--- src/rtl/core/lzfd_pkg.sv ---
// shared types, constants and pointer helpers for the flagged-token lz decompressor
// no dependencies; used by lzfd_history, lzfd_parser and the top level
`default_nettype none

package lzfd_pkg;

    localparam int WINDOW_DEPTH = 1024;
    localparam int ADDR_W       = $clog2(WINDOW_DEPTH);
    localparam int PTR_W        = ADDR_W + 1;
    localparam int DIST_W       = 10;
    localparam int COUNT_W      = 6;
    localparam int LITS_W       = 7;
    localparam int TOKENS_W     = 4;

    localparam logic [7:0]          CMD_END          = 8'hFF;
    localparam logic [7:0]          LIT_RUN_BIAS     = 8'hB8;
    localparam logic [TOKENS_W-1:0] FLAG_TOKENS      = 4'd8;
    localparam logic [COUNT_W-1:0]  SHORT_COPY_BIAS  = 6'd6;
    localparam logic [COUNT_W-1:0]  LONG_COPY_BIAS   = 6'd3;

    typedef enum logic [1:0] {
        PH_TOKEN,
        PH_LONG2,
        PH_LITRUN
    } phase_t;

    typedef enum logic [1:0] {
        ACT_NONE,
        ACT_LIT,
        ACT_COPY,
        ACT_END
    } act_kind_t;

    typedef struct packed {
        act_kind_t            kind;
        logic [7:0]           data;
        logic [DIST_W-1:0]    distance;
        logic [COUNT_W-1:0]   count;
    } action_t;

    function automatic logic [ADDR_W-1:0] ptr_inc(input logic [ADDR_W-1:0] ptr);
        logic [ADDR_W-1:0] r;
        if (ptr == ADDR_W'(WINDOW_DEPTH - 1))
            r = '0;
        else
            r = ptr + 1'b1;
        return r;
    endfunction

    // ring subtract, works for any depth that is at least the largest distance
    function automatic logic [ADDR_W-1:0] ptr_back(input logic [ADDR_W-1:0] ptr,
                                                   input logic [DIST_W-1:0] distance);
        logic [PTR_W-1:0] p;
        logic [PTR_W-1:0] d;
        logic [PTR_W-1:0] s;
        p = {1'b0, ptr};
        d = PTR_W'(distance);
        if (p >= d)
            s = p - d;
        else
            s = p + PTR_W'(WINDOW_DEPTH) - d;
        return s[ADDR_W-1:0];
    endfunction

endpackage

`default_nettype wire

--- src/rtl/core/lzfd_parser.sv ---
// token parser: flag byte, literal, short and long copy, literal run and end commands
// decodes each accepted byte into an action; depends on lzfd_pkg
`default_nettype none

module lzfd_parser
    import lzfd_pkg::*;
(
    input  wire logic       clk,
    input  wire logic       rst_n,
    input  wire logic       accept,
    input  wire logic [7:0] in_byte,
    input  wire logic       new_stream,
    output action_t         action
);

    phase_t              phase_reg, phase_next;
    logic [7:0]          flags_reg, flags_next;
    logic [TOKENS_W-1:0] tokens_reg, tokens_next;
    logic [7:0]          held_reg, held_next;
    logic [LITS_W-1:0]   lits_reg, lits_next;
    logic                finished_reg, finished_next;

    // state as seen after an optional stream restart
    phase_t              eff_phase;
    logic [7:0]          eff_flags;
    logic [TOKENS_W-1:0] eff_tokens;
    logic [7:0]          eff_held;
    logic [LITS_W-1:0]   eff_lits;
    logic                eff_finished;
    logic                flag_bit;
    logic [LITS_W-1:0]   lits_dec;
    logic [7:0]          run_len;

    assign eff_phase    = new_stream ? PH_TOKEN : phase_reg;
    assign eff_flags    = new_stream ? 8'h00 : flags_reg;
    assign eff_tokens   = new_stream ? '0 : tokens_reg;
    assign eff_held     = new_stream ? 8'h00 : held_reg;
    assign eff_lits     = new_stream ? '0 : lits_reg;
    assign eff_finished = new_stream ? 1'b0 : finished_reg;
    assign flag_bit     = eff_flags[0];
    assign lits_dec     = (eff_lits != '0) ? eff_lits - 1'b1 : '0;
    assign run_len      = in_byte - LIT_RUN_BIAS;

    always_comb
    begin
        phase_next    = eff_phase;
        flags_next    = eff_flags;
        tokens_next   = eff_tokens;
        held_next     = eff_held;
        lits_next     = eff_lits;
        finished_next = eff_finished;
        if (!eff_finished)
        begin
            case (eff_phase)
                PH_LITRUN:
                begin
                    lits_next = lits_dec;
                    if (lits_dec == '0)
                        phase_next = PH_TOKEN;
                end
                PH_LONG2:
                begin
                    phase_next = PH_TOKEN;
                end
                PH_TOKEN:
                begin
                    if (eff_tokens == '0)
                    begin
                        flags_next  = in_byte;
                        tokens_next = FLAG_TOKENS;
                    end
                    else
                    begin
                        flags_next  = {1'b0, eff_flags[7:1]};
                        tokens_next = eff_tokens - 1'b1;
                        if (flag_bit)
                        begin
                            if (!in_byte[7])
                            begin
                                held_next  = in_byte;
                                phase_next = PH_LONG2;
                            end
                            else if (in_byte[6])
                            begin
                                if (in_byte == CMD_END)
                                    finished_next = 1'b1;
                                else
                                begin
                                    lits_next  = run_len[LITS_W-1:0];
                                    phase_next = PH_LITRUN;
                                end
                            end
                        end
                    end
                end
                default:
                begin
                    phase_next = PH_TOKEN;
                end
            endcase
        end
    end

    always_comb
    begin
        action.kind     = ACT_NONE;
        action.data     = in_byte;
        action.distance = {eff_held[1:0], in_byte};
        action.count    = COUNT_W'(eff_held[6:2]) + LONG_COPY_BIAS;
        if (!eff_finished)
        begin
            case (eff_phase)
                PH_LITRUN:
                begin
                    action.kind = ACT_LIT;
                end
                PH_LONG2:
                begin
                    action.kind = ACT_COPY;
                end
                PH_TOKEN:
                begin
                    if (eff_tokens != '0)
                    begin
                        if (!flag_bit)
                            action.kind = ACT_LIT;
                        else if (in_byte == CMD_END)
                        begin
                            action.kind = ACT_END;
                            action.data = 8'h00;
                        end
                        else if (in_byte[7] && !in_byte[6])
                        begin
                            // short copy: distance 1..16, length 2..5
                            action.kind     = ACT_COPY;
                            action.distance = DIST_W'(in_byte[3:0]) + 1'b1;
                            action.count    = COUNT_W'(in_byte[7:4]) - SHORT_COPY_BIAS;
                        end
                    end
                end
                default:
                begin
                    action.kind = ACT_NONE;
                end
            endcase
        end
    end

    always_ff @(posedge clk or negedge rst_n)
    begin
        if (!rst_n)
        begin
            phase_reg    <= PH_TOKEN;
            flags_reg    <= 8'h00;
            tokens_reg   <= '0;
            held_reg     <= 8'h00;
            lits_reg     <= '0;
            finished_reg <= 1'b0;
        end
        else if (accept)
        begin
            phase_reg    <= phase_next;
            flags_reg    <= flags_next;
            tokens_reg   <= tokens_next;
            held_reg     <= held_next;
            lits_reg     <= lits_next;
            finished_reg <= finished_next;
        end
    end

endmodule

`default_nettype wire

--- config.mk ---
export PLATFORM = sky130hd
export DESIGN_NAME = lzfd_parser
export DESIGN_NICKNAME = d
export VERILOG_FILES = /design/src/rtl/core/lzfd_pkg.sv /design/src/rtl/core/lzfd_parser.sv
export SDC_FILE = /design/constraint.sdc
export NUM_CORES = 1
export LEC_CHECK = 0
export BUFFER_PORTS_ARGS = -buffer_cell sky130_fd_sc_hd__buf_2
export CAP_MARGIN = 25
export CORE_MARGIN = 10
export CORE_UTILIZATION = 51
export DETAILED_ROUTE_END_ITERATION = 8
export PLACE_DENSITY = 0.75
export SLEW_MARGIN = 10
export SYNTH_ARGS = -nofsm -noshare
export SYNTH_HDL_FRONTEND = slang
export SYNTH_SLANG_ARGS = --single-unit
export TNS_END_PERCENT = 20
--- constraint.sdc ---
create_clock -name clk -period 2 [get_ports clk]
set_clock_uncertainty 0.05 [all_clocks]
set_input_delay 0.3 -clock clk [delete_from_list [all_inputs] [get_ports clk]]
set_output_delay 0.3 -clock clk [all_outputs]
set_load 0.1 [all_outputs]
==> metrics.yaml <==
outcome:
  status: "complete, but fails checks"
  violations: "negative hold slack, negative setup slack"
clock_network:
  cts.sinks: 29
  cts_tree: "built"
  htree_levels: 2
  hold_buffers: 0
  root_buffer: "clkbuf_8"
  path_clk_slew_ns: 0.07
  numCtsBuffers: 5
  clk_latency_ns: 0.29
  clk_path_buf_depth: 2
final_layout:
  fin_util: 0.875
  largest_reg_flops: 8
  multi_input_area_mm2: 0.00169
  diodes: 0
  syn_to_final_growth_pct: 64.1
  final_nets: 353
  drive_gt1_frac: 0.464
  regArea_um2: 726
  n_fill_cell: 162
yosys:
  synth-edff-count: 0
  synth_seq_area_share: 0.335
  synthesis.area_mm2: 0.00216
  synth_seq_cells: 29
  yosysUniqueCellTypes: 55
  synth_top_flop_cell: "dfrtp_1"
  synth_cells: 255
  async_reset_ff_frac: 1.00
  syn_nets: 273
  yosysWarnings: 0
  avgSynthCellArea_um2: 8.48
worst_setup_path:
  slowest_delay_ns: 0.58
  slowest_stage: "or4_4"
  crit_path_cell_trace: "or4_4, nand3_4, nor3_4, or3_4, o41ai_4, buf_12"
  worstPathMaxFanout: 4
  cp-startpoint: "tokens_reg[2]"
  crit_buf_inv: 1
  crit_path_end_kind: "primary output"
  rr_worst_depth: 8
  r2r-end: "phase_reg[1]"
  reg2reg_from: "lits_reg[0]"
  criticalPathCategory: "reg2out"
  startpoint_type: "flop"
  critical-path-top-delay-family: "simple AND/OR/NAND/NOR gates"
  crit_end: "action[3]"
  worst_ep_required_time_ns: 1.65
  r2r_setup_slack_ns: 0.03
  arrival_ns: 2.10
  path_depth: 6
drt:
  wl_um: 8580
  drt-vias-per-instance: 6.42
  highest_layer: "met4"
  drtIter0Drc: 349
  drt_pass1_iterations: 5
  route.met2.wl_um: 4200
  antenna_left: 0
  route.met3.wl_um: 745
  wl_per_cell_um: 22.2
  drc_errors: 0
  vias: 2480
  wl_met1_um: 3260
sta:
  layout_setup_ws_ns: -0.447
  rsz0062_at_grt: "true"
  drv_slew: 0
  post-route-period-util: 1.22
  hold_violations: 9
  whs_ns: -0.0119
  finalSetupViolCount: 25
  worstMarginPinSlew_ns: 0.687
  min_period_ns: 2.45
  clock.fmax_ghz: 0.409
  slew_headroom: 0.542
  tns_ns: -8.21
power_and_ir_drop:
  vdd_drop_max_v: 0.000633
  leakagePower_nw: 1.57
  p_int_mw: 1.42
  powerDensity_mw_per_mm2: 706
  comb_power_share: 0.512
  clkPwrFrac: 0.196
  sequentialPowerShare: 0.292
  p_sw_frac: 0.434
  power_switching_mw: 1.09
job:
  max-cap-violations: 0
floorplan:
  initial_utilization: 0.533
  die_h_um: 85.1
  ios: 38
  row_count: 23
  dieArea_mm2: 0.00725
  coreArea_mm2: 0.00406
  die_w_um: 85.1
placement:
  gp_congestion: 0.920
  pre_cts_ws_ns: -0.409
  dp_hpwl_um: 5350
  portBuffers: 37
global_routing:
  grt_pass1_vias: 2485
  antenna_found_initial: 0
  grt-ovfl-total: 0
  grt_max_degree: 30
  grt_first_pass_wirelength_um: 13400
  grt_usage: 0.232
worst_hold_path:
  min_path_type: "in2async"
==> final cells by class <==
type	count	share of cell area
multi-input cells	202	0.475
inverters	7	0.00740
clock buffers	6	0.0204
clock inverters	2	0.00282
well taps	50	0.0176
repair buffers	90	0.272
flip-flops and latches	29	0.204
==> cells in the final DEF, fill, tap and decap left out, types with 3 or more instances in the layout <==
cell type and instances:
o21ai_2 5, xor2_1 4, xnor2_1 3, clkbuf_8 5, nor2b_1 3, o21bai_1 3, nor4_4 4, inv_1 7
nor3_4 5, nor3_1 6, buf_2 12, buf_4 51, nand2_1 29, ha_1 4, a21oi_1 10, dfrtp_1 29
mux2i_1 8, a22o_1 7, buf_12 25, nor4_1 3, and2_4 8, o21ai_0 20, nor2_1 14
==> cells by family (layout without fill, tap and decap cells) <==
| group | count (synthesis) | count (layout) | synth area share |
|---|---|---|---|
| XOR/XNOR | 10 | 10 | 0.0405 |
| buffers and inverters | 25 | 105 | 0.0549 |
| AND/OR/NAND/NOR | 102 | 103 | 0.258 |
| AO/OA/AOI/OAI | 71 | 71 | 0.217 |
| multiplexers | 12 | 12 | 0.0590 |
| flip-flops | 29 | 29 | 0.335 |
| adder cells (fa/ha/maj) | 6 | 6 | 0.0347 |
==> cell usage after synthesis (2+ instances only) <==
library cell   n  area share
nor3_1         9       0.021
o211ai_1       2      0.0069
a21oi_1       12       0.028
nor3b_1        4       0.014
and3_1         3      0.0087
nand2b_1       2      0.0058
buf_2          7       0.016
clkbuf_1       8       0.014
o41ai_1        2      0.0081
o21ai_1        3      0.0069
nor2_1        18       0.031
o21ai_0       23       0.053
a22o_1         7       0.028
o31ai_1        2      0.0069
buf_6          2       0.010
mux2i_1        9       0.042
ha_1           6       0.035
and2b_2        2      0.0081
xor2_1         5       0.020
nand4_1        2      0.0058
mux2_2         2       0.010
nand3_1        4      0.0093
xnor2_1        5       0.020
or4_1          2      0.0069
nand2_1       31       0.054
and2_1         8       0.023
nor2b_1        4       0.012
inv_1          7       0.012
nor4_1         6       0.017
o221ai_1       2      0.0081
o21bai_1       3       0.010
o2bb2ai_1      2      0.0081
dfrtp_1       29        0.34
==> what timing repair did <==
action	4_1_cts	5_1_grt
gates resized for setup	52	17
hold endpoints to repair	0	0
gates cloned	1	0
buffers inserted	2	3
pin swaps	14	10
setup endpoints to repair	33	39
==> stage by stage <==
step | power, mW | area, um2 | cells | hold slack, ns
after floorplan | 1.45 | 2400 | 255 | -0.0456
after global placement | 1.82 | 3160 | 372 | 0.319
after detailed placement | 1.85 | 3160 | 372 | 0.334
after CTS | 2.40 | 3460 | 383 | 0.0241
after global routing | 2.60 | 3550 | 386 | 0.0340
final | 2.51 | 3550 | 386 | -0.0119
==> worst register-to-register path, cell delays in order, from the launching register on <==
cell and delay, ns:
dfrtp_1 0.41, nor2b_1 0.16, inv_1 0.08, ha_2 0.23
nand2_1 0.07, mux2i_1 0.15, a21oi_1 0.15, o31ai_2 0.39
a41oi_1 0.16
==> per-layer routing <==
layer,vias to the layer above,track usage
li1,1090,-
met1,1185,0.269
met2,166,0.386
met3,39,0.0679
met4,0,0.102
met5,-,0
==> power groups by stage <==
stage          clock (mW)  combinational, mW  sequential [mW]
2_1_floorplan           0              0.719            0.734
3_3_place_gp            0               1.09            0.729
3_5_place_dp            0               1.11            0.734
4_1_cts             0.479               1.19            0.724
5_1_grt             0.508               1.35            0.740
6_report            0.492               1.28            0.733
==> worst min-delay path by stage <==
stage / from / to / slack, ns / depth (start not counted)
6_report: rst_n / held_reg[6] / -0.01 / 1
5_1_grt: rst_n / held_reg[5] / 0.03 / 1
4_1_cts: rst_n / lits_reg[2] / 0.02 / 1
3_5_place_dp: rst_n / held_reg[6] / 0.33 / 1
3_3_place_gp: rst_n / held_reg[6] / 0.32 / 1
2_1_floorplan: rst_n / finished_reg / -0.05 / 0
Note: power is estimated with default switching activity, not from simulation.
